File: src/sv/bst_pkg.sv
package bst_pkg;

    localparam int RING_SAMPLES = 4096;
    localparam int POS_W        = $clog2(RING_SAMPLES);

    localparam int FREQ_W = 16;
    localparam int RATE_W = 18;
    localparam int AMP_W  = 15;
    localparam int SMP_W  = 16;

    // Period is a quotient of the sample rate, half period one bit narrower.
    localparam int PER_W  = RATE_W;
    localparam int N_W    = PER_W - 1;
    localparam int PROD_W = POS_W + N_W;
    localparam int NUM_W  = PROD_W + 4 + AMP_W;
    localparam int DEN_W  = 2 * N_W + 3;
    localparam int Q_W    = AMP_W + 1;
    localparam int DSH_W  = DEN_W + Q_W - 1;
    localparam int CMP_W  = (NUM_W > DSH_W) ? NUM_W : DSH_W;
    localparam int MP_W   = N_W;
    localparam int CNT_W  = $clog2(PER_W + 1);

    localparam int DATA_W = 32;
    localparam int ADDR_W = 4;
    localparam int IDX_W  = 2;

    localparam logic [IDX_W-1:0] REG_TONE_FREQ   = 2'd0;
    localparam logic [IDX_W-1:0] REG_SAMPLE_RATE = 2'd1;
    localparam logic [IDX_W-1:0] REG_AMPLITUDE   = 2'd2;

    localparam logic [FREQ_W-1:0] TONE_FREQ_RST   = 16'd0;
    localparam logic [RATE_W-1:0] SAMPLE_RATE_RST = 18'd48000;
    localparam logic [AMP_W-1:0]  AMPLITUDE_RST   = 15'd28000;

    typedef struct packed {
        logic [FREQ_W-1:0] tone_freq;
        logic [RATE_W-1:0] sample_rate;
        logic [AMP_W-1:0]  amplitude;
    } cfg_t;

    typedef struct packed {
        logic start;
        logic restart;
        logic take;
    } ctrl_t;

    typedef struct packed {
        logic              idle;
        logic              done;
        logic [SMP_W-1:0]  sample;
    } stat_t;

    typedef enum logic [9:0] {
        S_IDLE = 10'b0000000001,
        S_PER  = 10'b0000000010,
        S_MOD  = 10'b0000000100,
        S_FOLD = 10'b0000001000,
        S_MUL1 = 10'b0000010000,
        S_MUL2 = 10'b0000100000,
        S_SQR  = 10'b0001000000,
        S_DEN  = 10'b0010000000,
        S_DIV  = 10'b0100000000,
        S_DONE = 10'b1000000000
    } state_t;

endpackage

File: src/sv/bst_tick_if.sv
interface bst_tick_if;
    logic valid;
    logic ready;
    logic restart;

    modport source (output valid, output restart, input ready);
    modport sink (input valid, input restart, output ready);
endinterface

File: src/sv/bst_audio_if.sv
interface bst_audio_if;
    logic                                valid;
    logic                                ready;
    logic signed [bst_pkg::SMP_W-1:0]    left_sample;
    logic signed [bst_pkg::SMP_W-1:0]    right_sample;

    modport source (output valid, output left_sample, output right_sample, input ready);
    modport sink (input valid, input left_sample, input right_sample, output ready);
endinterface

File: src/sv/bst_core.sv
module bst_core (
    input  logic           clk,
    input  logic           rst_n,
    input  bst_pkg::cfg_t  cfg,
    input  bst_pkg::ctrl_t ctrl,
    output bst_pkg::stat_t stat
);

    bst_pkg::state_t state_reg, state_next;

    logic [bst_pkg::CNT_W-1:0]  cnt_reg, cnt_next;
    logic [bst_pkg::POS_W-1:0]  pos_reg, pos_next;
    logic [bst_pkg::PER_W-1:0]  shr_reg, shr_next;
    logic [bst_pkg::PER_W-1:0]  rem_reg, rem_next;
    logic [bst_pkg::PER_W-1:0]  per_reg, per_next;
    logic [bst_pkg::POS_W-1:0]  x_reg, x_next;
    logic [bst_pkg::N_W-1:0]    n_reg, n_next;
    logic                       neg_reg, neg_next;
    logic [bst_pkg::MP_W-1:0]   mp_reg, mp_next;
    logic [bst_pkg::NUM_W-1:0]  mc_reg, mc_next;
    logic [bst_pkg::NUM_W-1:0]  acc_reg, acc_next;
    logic [bst_pkg::PROD_W-1:0] prod_reg, prod_next;
    logic [bst_pkg::NUM_W-1:0]  num_reg, num_next;
    logic [bst_pkg::DSH_W-1:0]  dsh_reg, dsh_next;
    logic [bst_pkg::Q_W-1:0]    q_reg, q_next;
    logic [bst_pkg::SMP_W-1:0]  smp_reg, smp_next;

    logic [bst_pkg::POS_W-1:0]  pos_used;
    logic [bst_pkg::PER_W:0]    dv_trial;
    logic [bst_pkg::PER_W:0]    dv_divisor;
    logic                       dv_fits;
    logic [bst_pkg::PER_W-1:0]  dv_rem;
    logic [bst_pkg::PER_W-1:0]  dv_quo;
    logic [bst_pkg::NUM_W-1:0]  mul_acc;
    logic [bst_pkg::N_W-1:0]    fold_n;
    logic [bst_pkg::PER_W-1:0]  fold_x;
    logic                       fold_hi;
    logic [bst_pkg::DEN_W-1:0]  den;
    logic                       qd_fits;
    logic [bst_pkg::Q_W-1:0]    qd_quo;

    // Shared restoring divider step for the period and the position modulo.
    always_comb
    begin
        dv_trial   = {rem_reg, shr_reg[bst_pkg::PER_W-1]};
        dv_divisor = state_reg == bst_pkg::S_PER
                   ? (bst_pkg::PER_W+1)'(cfg.tone_freq)
                   : {1'b0, per_reg};
        dv_fits    = dv_trial >= dv_divisor;
        dv_rem     = dv_fits ? bst_pkg::PER_W'(dv_trial - dv_divisor)
                             : dv_trial[bst_pkg::PER_W-1:0];
        dv_quo     = {shr_reg[bst_pkg::PER_W-2:0], dv_fits};
    end

    // Shift-add multiplier step, one multiplier bit per cycle.
    assign mul_acc = mp_reg[0] ? acc_reg + mc_reg : acc_reg;

    always_comb
    begin
        fold_n  = per_reg[bst_pkg::PER_W-1:1];
        fold_hi = rem_reg >= {1'b0, per_reg[bst_pkg::PER_W-1:1]};
        fold_x  = fold_hi ? rem_reg - {1'b0, fold_n} : rem_reg;
    end

    assign den = acc_reg[bst_pkg::DEN_W-1:0]
               - bst_pkg::DEN_W'({prod_reg, 2'b00});

    // Quotient of the half-wave formula, one bit per cycle from the top.
    assign qd_fits = bst_pkg::CMP_W'(num_reg) >= bst_pkg::CMP_W'(dsh_reg);
    assign qd_quo  = {q_reg[bst_pkg::Q_W-2:0], qd_fits};

    assign pos_used = ctrl.restart ? '0 : pos_reg;

    always_comb
    begin
        state_next = state_reg;
        cnt_next   = cnt_reg;
        pos_next   = pos_reg;
        shr_next   = shr_reg;
        rem_next   = rem_reg;
        per_next   = per_reg;
        x_next     = x_reg;
        n_next     = n_reg;
        neg_next   = neg_reg;
        mp_next    = mp_reg;
        mc_next    = mc_reg;
        acc_next   = acc_reg;
        prod_next  = prod_reg;
        num_next   = num_reg;
        dsh_next   = dsh_reg;
        q_next     = q_reg;
        smp_next   = smp_reg;

        case (state_reg)
            bst_pkg::S_IDLE:
            begin
                if (ctrl.start)
                begin
                    if (pos_used == bst_pkg::POS_W'(bst_pkg::RING_SAMPLES - 1))
                        pos_next = '0;
                    else
                        pos_next = pos_used + 1'b1;
                    x_next = pos_used;
                    if (cfg.tone_freq == '0)
                    begin
                        smp_next   = '0;
                        state_next = bst_pkg::S_DONE;
                    end
                    else
                    begin
                        shr_next   = cfg.sample_rate;
                        rem_next   = '0;
                        cnt_next   = bst_pkg::CNT_W'(bst_pkg::PER_W - 1);
                        state_next = bst_pkg::S_PER;
                    end
                end
            end

            bst_pkg::S_PER:
            begin
                shr_next = dv_quo;
                rem_next = dv_rem;
                cnt_next = cnt_reg - 1'b1;
                if (cnt_reg == '0)
                begin
                    per_next = dv_quo;
                    if (dv_quo < bst_pkg::PER_W'(2))
                    begin
                        smp_next   = '0;
                        state_next = bst_pkg::S_DONE;
                    end
                    else
                    begin
                        shr_next   = {x_reg, {(bst_pkg::PER_W - bst_pkg::POS_W){1'b0}}};
                        rem_next   = '0;
                        cnt_next   = bst_pkg::CNT_W'(bst_pkg::POS_W - 1);
                        state_next = bst_pkg::S_MOD;
                    end
                end
            end

            bst_pkg::S_MOD:
            begin
                shr_next = dv_quo;
                rem_next = dv_rem;
                cnt_next = cnt_reg - 1'b1;
                if (cnt_reg == '0)
                    state_next = bst_pkg::S_FOLD;
            end

            bst_pkg::S_FOLD:
            begin
                // The edges of each half period give zero.
                if (fold_x == '0 || fold_x >= {1'b0, fold_n})
                begin
                    smp_next   = '0;
                    state_next = bst_pkg::S_DONE;
                end
                else
                begin
                    x_next     = fold_x[bst_pkg::POS_W-1:0];
                    n_next     = fold_n;
                    neg_next   = fold_hi;
                    mp_next    = bst_pkg::MP_W'(fold_x[bst_pkg::POS_W-1:0]);
                    mc_next    = bst_pkg::NUM_W'(fold_n - fold_x[bst_pkg::N_W-1:0]);
                    acc_next   = '0;
                    cnt_next   = bst_pkg::CNT_W'(bst_pkg::POS_W - 1);
                    state_next = bst_pkg::S_MUL1;
                end
            end

            bst_pkg::S_MUL1:
            begin
                acc_next = mul_acc;
                mc_next  = {mc_reg[bst_pkg::NUM_W-2:0], 1'b0};
                mp_next  = mp_reg >> 1;
                cnt_next = cnt_reg - 1'b1;
                if (cnt_reg == '0)
                begin
                    prod_next  = mul_acc[bst_pkg::PROD_W-1:0];
                    mp_next    = bst_pkg::MP_W'(cfg.amplitude);
                    mc_next    = bst_pkg::NUM_W'({mul_acc[bst_pkg::PROD_W-1:0], 4'b0000});
                    acc_next   = '0;
                    cnt_next   = bst_pkg::CNT_W'(bst_pkg::AMP_W - 1);
                    state_next = bst_pkg::S_MUL2;
                end
            end

            bst_pkg::S_MUL2:
            begin
                acc_next = mul_acc;
                mc_next  = {mc_reg[bst_pkg::NUM_W-2:0], 1'b0};
                mp_next  = mp_reg >> 1;
                cnt_next = cnt_reg - 1'b1;
                if (cnt_reg == '0)
                begin
                    num_next   = mul_acc;
                    mp_next    = n_reg;
                    mc_next    = bst_pkg::NUM_W'(n_reg) + bst_pkg::NUM_W'({n_reg, 2'b00});
                    acc_next   = '0;
                    cnt_next   = bst_pkg::CNT_W'(bst_pkg::N_W - 1);
                    state_next = bst_pkg::S_SQR;
                end
            end

            bst_pkg::S_SQR:
            begin
                // Multiplicand is 5N, so the product is 5N^2 directly.
                acc_next = mul_acc;
                mc_next  = {mc_reg[bst_pkg::NUM_W-2:0], 1'b0};
                mp_next  = mp_reg >> 1;
                cnt_next = cnt_reg - 1'b1;
                if (cnt_reg == '0)
                    state_next = bst_pkg::S_DEN;
            end

            bst_pkg::S_DEN:
            begin
                dsh_next   = {den, {(bst_pkg::Q_W - 1){1'b0}}};
                q_next     = '0;
                cnt_next   = bst_pkg::CNT_W'(bst_pkg::Q_W - 1);
                state_next = bst_pkg::S_DIV;
            end

            bst_pkg::S_DIV:
            begin
                if (qd_fits)
                    num_next = num_reg - dsh_reg[bst_pkg::NUM_W-1:0];
                q_next   = qd_quo;
                dsh_next = dsh_reg >> 1;
                cnt_next = cnt_reg - 1'b1;
                if (cnt_reg == '0)
                begin
                    smp_next   = neg_reg ? bst_pkg::SMP_W'(~qd_quo + 1'b1)
                                         : bst_pkg::SMP_W'(qd_quo);
                    state_next = bst_pkg::S_DONE;
                end
            end

            bst_pkg::S_DONE:
            begin
                if (ctrl.take)
                    state_next = bst_pkg::S_IDLE;
            end

            default:
            begin
                state_next = bst_pkg::S_IDLE;
            end
        endcase
    end

    always_ff @(posedge clk or negedge rst_n)
    begin
        if (!rst_n)
        begin
            state_reg <= bst_pkg::S_IDLE;
            cnt_reg   <= '0;
            pos_reg   <= '0;
        end
        else
        begin
            state_reg <= state_next;
            cnt_reg   <= cnt_next;
            pos_reg   <= pos_next;
        end
    end

    always_ff @(posedge clk)
    begin
        shr_reg  <= shr_next;
        rem_reg  <= rem_next;
        per_reg  <= per_next;
        x_reg    <= x_next;
        n_reg    <= n_next;
        neg_reg  <= neg_next;
        mp_reg   <= mp_next;
        mc_reg   <= mc_next;
        acc_reg  <= acc_next;
        prod_reg <= prod_next;
        num_reg  <= num_next;
        dsh_reg  <= dsh_next;
        q_reg    <= q_next;
        smp_reg  <= smp_next;
    end

    assign stat.idle   = state_reg == bst_pkg::S_IDLE;
    assign stat.done   = state_reg == bst_pkg::S_DONE;
    assign stat.sample = smp_reg;

endmodule

File: src/sv/bhaskara_sine_tone_generator.sv
// An accepted tick yields its sample after the bit-serial divider (18 + 12 steps), three
// shift-add multiplies (12 + 15 + 17 steps) and the 16-step quotient loop for an audible
// tone; silent samples skip the rest of that sequence.
// One item at a time: the next tick is taken once the previous sample sits in the
// output register. Reset (rst_n low, asynchronous) clears the sample position and loads
// tone_freq 0, sample_rate 48000 and amplitude 28000.
module bhaskara_sine_tone_generator (
    input  logic                         clk,
    input  logic                         rst_n,
    input  logic                         psel,
    input  logic                         penable,
    input  logic                         pwrite,
    input  logic [bst_pkg::ADDR_W-1:0]   paddr,
    input  logic [bst_pkg::DATA_W-1:0]   pwdata,
    output logic [bst_pkg::DATA_W-1:0]   prdata,
    output logic                         pready,
    bst_tick_if.sink                     tick,
    bst_audio_if.source                  audio
);

    bst_pkg::cfg_t  cfg_reg, cfg_next;
    bst_pkg::ctrl_t ctrl;
    bst_pkg::stat_t stat;

    logic                       out_valid_reg, out_valid_next;
    logic [bst_pkg::SMP_W-1:0]  out_smp_reg, out_smp_next;
    logic                       wr_en;
    logic [bst_pkg::IDX_W-1:0]  idx;

    assign pready = 1'b1;
    assign idx    = paddr[bst_pkg::IDX_W+1:2];
    assign wr_en  = psel & penable & pwrite & pready;

    always_comb
    begin
        cfg_next = cfg_reg;
        if (wr_en)
        begin
            case (idx)
                bst_pkg::REG_TONE_FREQ:
                    cfg_next.tone_freq = pwdata[bst_pkg::FREQ_W-1:0];
                bst_pkg::REG_SAMPLE_RATE:
                    cfg_next.sample_rate = pwdata[bst_pkg::RATE_W-1:0];
                bst_pkg::REG_AMPLITUDE:
                    cfg_next.amplitude = pwdata[bst_pkg::AMP_W-1:0];
                default:
                    cfg_next = cfg_reg;
            endcase
        end
    end

    always_comb
    begin
        case (idx)
            bst_pkg::REG_TONE_FREQ:   prdata = bst_pkg::DATA_W'(cfg_reg.tone_freq);
            bst_pkg::REG_SAMPLE_RATE: prdata = bst_pkg::DATA_W'(cfg_reg.sample_rate);
            bst_pkg::REG_AMPLITUDE:   prdata = bst_pkg::DATA_W'(cfg_reg.amplitude);
            default:                  prdata = '0;
        endcase
    end

    assign tick.ready   = stat.idle;
    assign ctrl.start   = tick.valid & stat.idle;
    assign ctrl.restart = tick.restart;
    // A finished sample moves on only when the output register is free or being emptied.
    assign ctrl.take    = stat.done & (~out_valid_reg | audio.ready);

    always_comb
    begin
        out_valid_next = out_valid_reg;
        out_smp_next   = out_smp_reg;
        if (ctrl.take)
        begin
            out_valid_next = 1'b1;
            out_smp_next   = stat.sample;
        end
        else if (audio.ready)
        begin
            out_valid_next = 1'b0;
        end
    end

    bst_core u_core (
        .clk   (clk),
        .rst_n (rst_n),
        .cfg   (cfg_reg),
        .ctrl  (ctrl),
        .stat  (stat)
    );

    always_ff @(posedge clk or negedge rst_n)
    begin
        if (!rst_n)
        begin
            cfg_reg.tone_freq   <= bst_pkg::TONE_FREQ_RST;
            cfg_reg.sample_rate <= bst_pkg::SAMPLE_RATE_RST;
            cfg_reg.amplitude   <= bst_pkg::AMPLITUDE_RST;
            out_valid_reg       <= 1'b0;
        end
        else
        begin
            cfg_reg       <= cfg_next;
            out_valid_reg <= out_valid_next;
        end
    end

    always_ff @(posedge clk)
    begin
        out_smp_reg <= out_smp_next;
    end

    assign audio.valid        = out_valid_reg;
    assign audio.left_sample  = out_smp_reg;
    assign audio.right_sample = out_smp_reg;

endmodule
File: src/flat_wrapper.sv
// flat-port wrapper written by rule: the top's interface ports become plain ports
module bhaskara_sine_tone_generator_flat 
  (clk, rst_n, psel, penable, pwrite, paddr, pwdata, prdata, pready, tick_valid, tick_restart, tick_ready, audio_valid, audio_left_sample, audio_right_sample, audio_ready);
  bst_tick_if tick_i ();
  bst_audio_if audio_i ();
  input  logic clk;
  input  logic rst_n;
  input  logic psel;
  input  logic penable;
  input  logic pwrite;
  input  logic [bst_pkg::ADDR_W-1:0] paddr;
  input  logic [bst_pkg::DATA_W-1:0] pwdata;
  output logic [bst_pkg::DATA_W-1:0] prdata;
  output logic pready;
  input wire logic [$bits(tick_i.valid)-1:0] tick_valid;
  input wire logic [$bits(tick_i.restart)-1:0] tick_restart;
  output wire logic [$bits(tick_i.ready)-1:0] tick_ready;
  output wire logic [$bits(audio_i.valid)-1:0] audio_valid;
  output wire logic [$bits(audio_i.left_sample)-1:0] audio_left_sample;
  output wire logic [$bits(audio_i.right_sample)-1:0] audio_right_sample;
  input wire logic [$bits(audio_i.ready)-1:0] audio_ready;
  assign tick_i.valid = tick_valid;
  assign tick_i.restart = tick_restart;
  assign tick_ready = tick_i.ready;
  assign audio_valid = audio_i.valid;
  assign audio_left_sample = audio_i.left_sample;
  assign audio_right_sample = audio_i.right_sample;
  assign audio_i.ready = audio_ready;
  bhaskara_sine_tone_generator u_core (.clk(clk), .rst_n(rst_n), .psel(psel), .penable(penable), .pwrite(pwrite), .paddr(paddr), .pwdata(pwdata), .prdata(prdata), .pready(pready), .tick(tick_i), .audio(audio_i));
endmodule
File: config.mk
export PLATFORM = sky130hd
export DESIGN_NAME = bhaskara_sine_tone_generator_flat
export DESIGN_NICKNAME = d
export VERILOG_FILES = /design/src/sv/bst_pkg.sv /design/src/sv/bst_tick_if.sv /design/src/sv/bst_audio_if.sv /design/src/sv/bst_core.sv /design/src/sv/bhaskara_sine_tone_generator.sv /design/src/flat_wrapper.sv
export SDC_FILE = /design/constraint.sdc
export NUM_CORES = 1
export LEC_CHECK = 0
export ABC_AREA = 0
export BUFFER_PORTS_ARGS = -buffer_cell sky130_fd_sc_hd__buf_4
export CAP_MARGIN = 20
export CORE_MARGIN = 2
export CORE_UTILIZATION = 62
export CTS_BUF_LIST = sky130_fd_sc_hd__clkbuf_2
export DETAILED_ROUTE_END_ITERATION = 10
export GPL_TIMING_DRIVEN = 0
export PLACE_DENSITY = 0.8
export SYNTH_ARGS = -nofsm -noshare
export SYNTH_HDL_FRONTEND = slang
export SYNTH_SLANG_ARGS = --single-unit
File: constraint.sdc
create_clock -name clk -period 16.35 [get_ports clk]
set_clock_uncertainty 0.2 [all_clocks]
set_input_delay 1.635 -clock clk [delete_from_list [all_inputs] [get_ports clk]]
set_output_delay 1.635 -clock clk [all_outputs]
set_load 0.05 [all_outputs]
==> key figures <==
Clock tree
  – Worst skew pair latency: 1.17 ns
  – Root buffer cell: clkbuf_2
  – # clock sinks: 450
  – H-tree levels: 3
  – CTS tree: done
  – Clock buffer count from CTS: approximately 110
  – Max Root-Sink Buffers: 3
  – Number of gates resized after cts: 0
  – Clock-pin slew on the worst setup and hold paths: about 0.12 ns
  – Post-CTS Setup Bufs: 0
  – Post-CTS Hold Buffers: 0

Yosys
  – Syn avg cell area: between 9 and 10 µm²
  – Syn Std Cell Area: 0.03022 mm²
  – Async SR Flop Fraction: 17.11%
  – Post-synth EDFFs: around 370
  – Synth Instances: 3093
  – Synth top area share: 37.07%
  – Ys flop type: edfxtp_1
  – Area leader, netlist: edfxtp_1
  – Synth warnings: 0
  – Count of cell types in the netlist: 85
  – Synth Register Bits: 450
  – Most common cell in the netlist: edfxtp_1
  – Top cells by count, synth: edfxtp_1, a21oi_1, nor2_1
  – Seq/Total Area, Yosys: a little over two fifths
  – Synth area leaders: edfxtp_1, ha_1, dfrtp_1

Pwr
  – Peak supply drop: roughly 0.00015 V
  – Net Sw Power: 1.600 mW
  – Leakage: roughly 14 nW
  – Sw frac: between 40% and 50%
  – Total Power: between 3 and 4 mW
  – Pwr Density: roughly 120 mW/mm²
  – Power share of the sequential group: between 30 and 40%
  – Internal: approximately 2.3 mW
  – Logic pwr share: about two fifths
  – Clock power share: between 15 and 20%

Global routing
  – Total Routing Usage GR: between 30% and 40%
  – Largest net degree at the start of global routing: approximately 80
  – Overflow after GRT: 0
  – First-pass GRT wire length: between 100 and 150 mm
  – Vias in the first global route: ~24000
  – Antenna violations before repair: 1

Final layout
  – Area Growth Syn to Fin: 8.389%
  – Multi-input logic area: approximately 0.016 mm²
  – FF/Latch Area: around 0.013 mm²
  – Final nets: ~3600
  – Max reg flops: between 50 and 60
  – Layout fillers: between 3000 and 4000
  – Share of cells above drive strength 1: between 10% and 20%
  – Post-layout util: between 60% and 70%

Outcome
  – Outcome: completed

Detailed routing
  – Vias per cell: around 6.4
  – Via count: roughly 26000
  – WL/cell: approximately 22 µm
  – Drc violations: 0
  – Drt pass-1 iters: 6
  – Drt initial violations: ~2500
  – Final wirelength: 87.87 mm
  – Antenna-violating nets left: 0

Worst setup path
  – Worst-case reg-to-reg path depth: 24
  – R2r setup slk: about 8.5 ns
  – Reg-to-Reg End: u_core.u_core.mc_reg[46]
  – Reg2reg start: u_core.u_core.per_reg[10]
  – CP Data Arrival Time: approximately 8.6 ns
  – Startpoint Class: flip-flop
  – Slowest cell delay on critical path: 0.73 ns
  – CP Data Required Time: 17.15 ns
  – Setup CP Type: flip-flop to flip-flop
  – Buf+Inv Stages, Crit Path: 6
  – Delay-heaviest family, CP: compound AO/OA/AOI/OAI gates
  – Max stage delay cell, worst path: mux2i_1
  – Worst-path fanout max: 10
  – Critical Path Sink Type: flip-flop
  – CP cell instances: inv_1 > ha_1 > clkbuf_1 > nand2_1 > o21ai_0 > a211o_1 > a21oi_1 > o21ai_1 > clkbuf_1 > mux2i_1 > inv_1 > ha_1 > nor2b_1 > o21a_1 > o21ai_0 > a21oi_1 > a2111o_1 > a21o_1 > a211oi_1 > o21bai_1 > a211oi_1 > buf_2 > buf_2 > a21o_1

Placed design
  – Routability Congestion: about 0.95
  – Port bufs: 79
  – DP HPWL: about 68 mm

STA
  – Final period util: around 48%
  – Final hold violation count: 0
  – Setup Viol. Count Final: 0
  – Fmax: about 130 MHz
  – Max-slew headroom: 24.72%
  – Worst Tran Pin Value: roughly 1.1 ns
  – Period minus WS final: slightly below 8 ns
  – Unrepaired setup endpoints after global routing: false
  – Setup_tns: 0 ns
  – Slew Viols, Final: 0

Floorplan
  – Initial core utilization: 63.02%
  – Ports: between 100 and 150
  – Die Area: about 0.05 mm²
  – Core area: 0.04795 mm²
  – Die Span Y: between 200 and 250 µm
  – Row cnt: 80
  – Die Span X: around 220 µm

Min path
  – Worst Hold Launch: u_core.u_core.smp_reg[3]
  – Hold path cells: 0
  – Hold Crit Class: flip-flop to flip-flop
  – Hold Path Sink: u_core.audio.left_sample[3]

Run
  – Max cap viols: 0
==> cell usage in the layout (no fill, tap or decap), types with 22 or more instances in the layout <==
master,count
o21a_1,22
clkinv_1,28
nand4_1,34
mux2i_1,77
clkbuf_2,158
o21bai_1,22
o21ai_0,209
and3_1,25
dfrtp_1,62
a21oi_1,272
ha_1,211
clkbuf_1,109
buf_4,111
nor4_1,25
nor2_1,267
nor3_1,38
nand2b_1,33
edfxtp_1,373
nand3_1,50
mux2_2,68
nor2b_1,32
inv_1,186
nand2_1,248
and2_1,39
xnor2_1,89
xor2_1,86
a21o_1,120
==> routing by layer <==
layer	share of wire [%]	global-route usage, %	wire length (µm)	up-vias
li1	-	-	-	11820
met1	40	44.97	35340	12200
met2	46	55.23	40810	1288
met3	8.4	6.035	7345	224
met4	5.0	17.05	4379	0
met5	0	0	0	-
==> worst max-delay path by stage <==
stage / from / endpoint / slack, ns / cells past startpoint
2_1_floorplan: u_core.u_core.rem_reg[0] / u_core.u_core.mc_reg[0] / 9.69 / 24
3_3_place_gp: u_core.u_core.dsh_reg[0] / u_core.u_core.num_reg[42] / 6.84 / 12
3_5_place_dp: u_core.u_core.per_reg[10] / u_core.u_core.mc_reg[46] / 8.70 / 24
4_1_cts: u_core.u_core.per_reg[10] / u_core.u_core.mc_reg[38] / 8.63 / 24
5_1_grt: u_core.u_core.per_reg[10] / u_core.u_core.mc_reg[42] / 8.02 / 24
6_report: u_core.u_core.per_reg[10] / u_core.u_core.mc_reg[46] / 8.51 / 24
==> power by group through the flow <==
| stage | sequential [mW] | combinational (mW) | clock, mW |
|---|---|---|---|
| finish | 1.55 | 1.60 | 0.770 |
| global route | 1.56 | 1.74 | 0.828 |
| CTS | 1.54 | 1.57 | 0.776 |
| detailed placement | 1.57 | 1.56 | 0 |
| global placement | 1.57 | 1.52 | 0 |
| floorplan | 1.51 | 1.14 | 0 |
==> logic make-up (layout without fill, tap and decap cells) <==
logic type | count (synthesis) | after routing | share of synthesized area [%]
other | 2 | 16 | 0.02485
AO/OA/AOI/OAI | 879 | 879 | 18.58
adder cells (fa/ha/maj) | 218 | 218 | 9.200
buffers and inverters | 346 | 631 | 4.708
flip-flops | 450 | 450 | 43.51
XOR/XNOR | 175 | 175 | 5.072
multiplexers | 145 | 145 | 5.085
AND/OR/NAND/NOR | 878 | 878 | 13.83
==> through the flow <==
| stage | instance area [µm²] | hold slack (ns) | worst slack [ns] | std cells |
|---|---|---|---|---|
| detailed placement | 31730 | 0.2045 | 8.696 | 3804 |
| finish | 32750 | 0.2225 | 8.509 | 4007 |
| CTS | 32750 | 0.2273 | 8.630 | 4005 |
| floorplan | 30270 | 0.2003 | 9.686 | 3106 |
| global placement | 31630 | 0.2011 | 6.839 | 3800 |
| global route | 32750 | 0.2251 | 8.022 | 4007 |
==> area by class of cell <==
type	count	share of cell area, %
flip-flops and latches	450	40.14
clock inverters	45	0.7067
inverters	187	2.143
repair buffers	84	2.025
plain buffers	159	2.204
multi-input cells	2310	48.04
well taps	615	2.349
clock buffers	156	2.384
diodes	1	0.007640
Note: power is estimated with default switching activity, not from simulation.
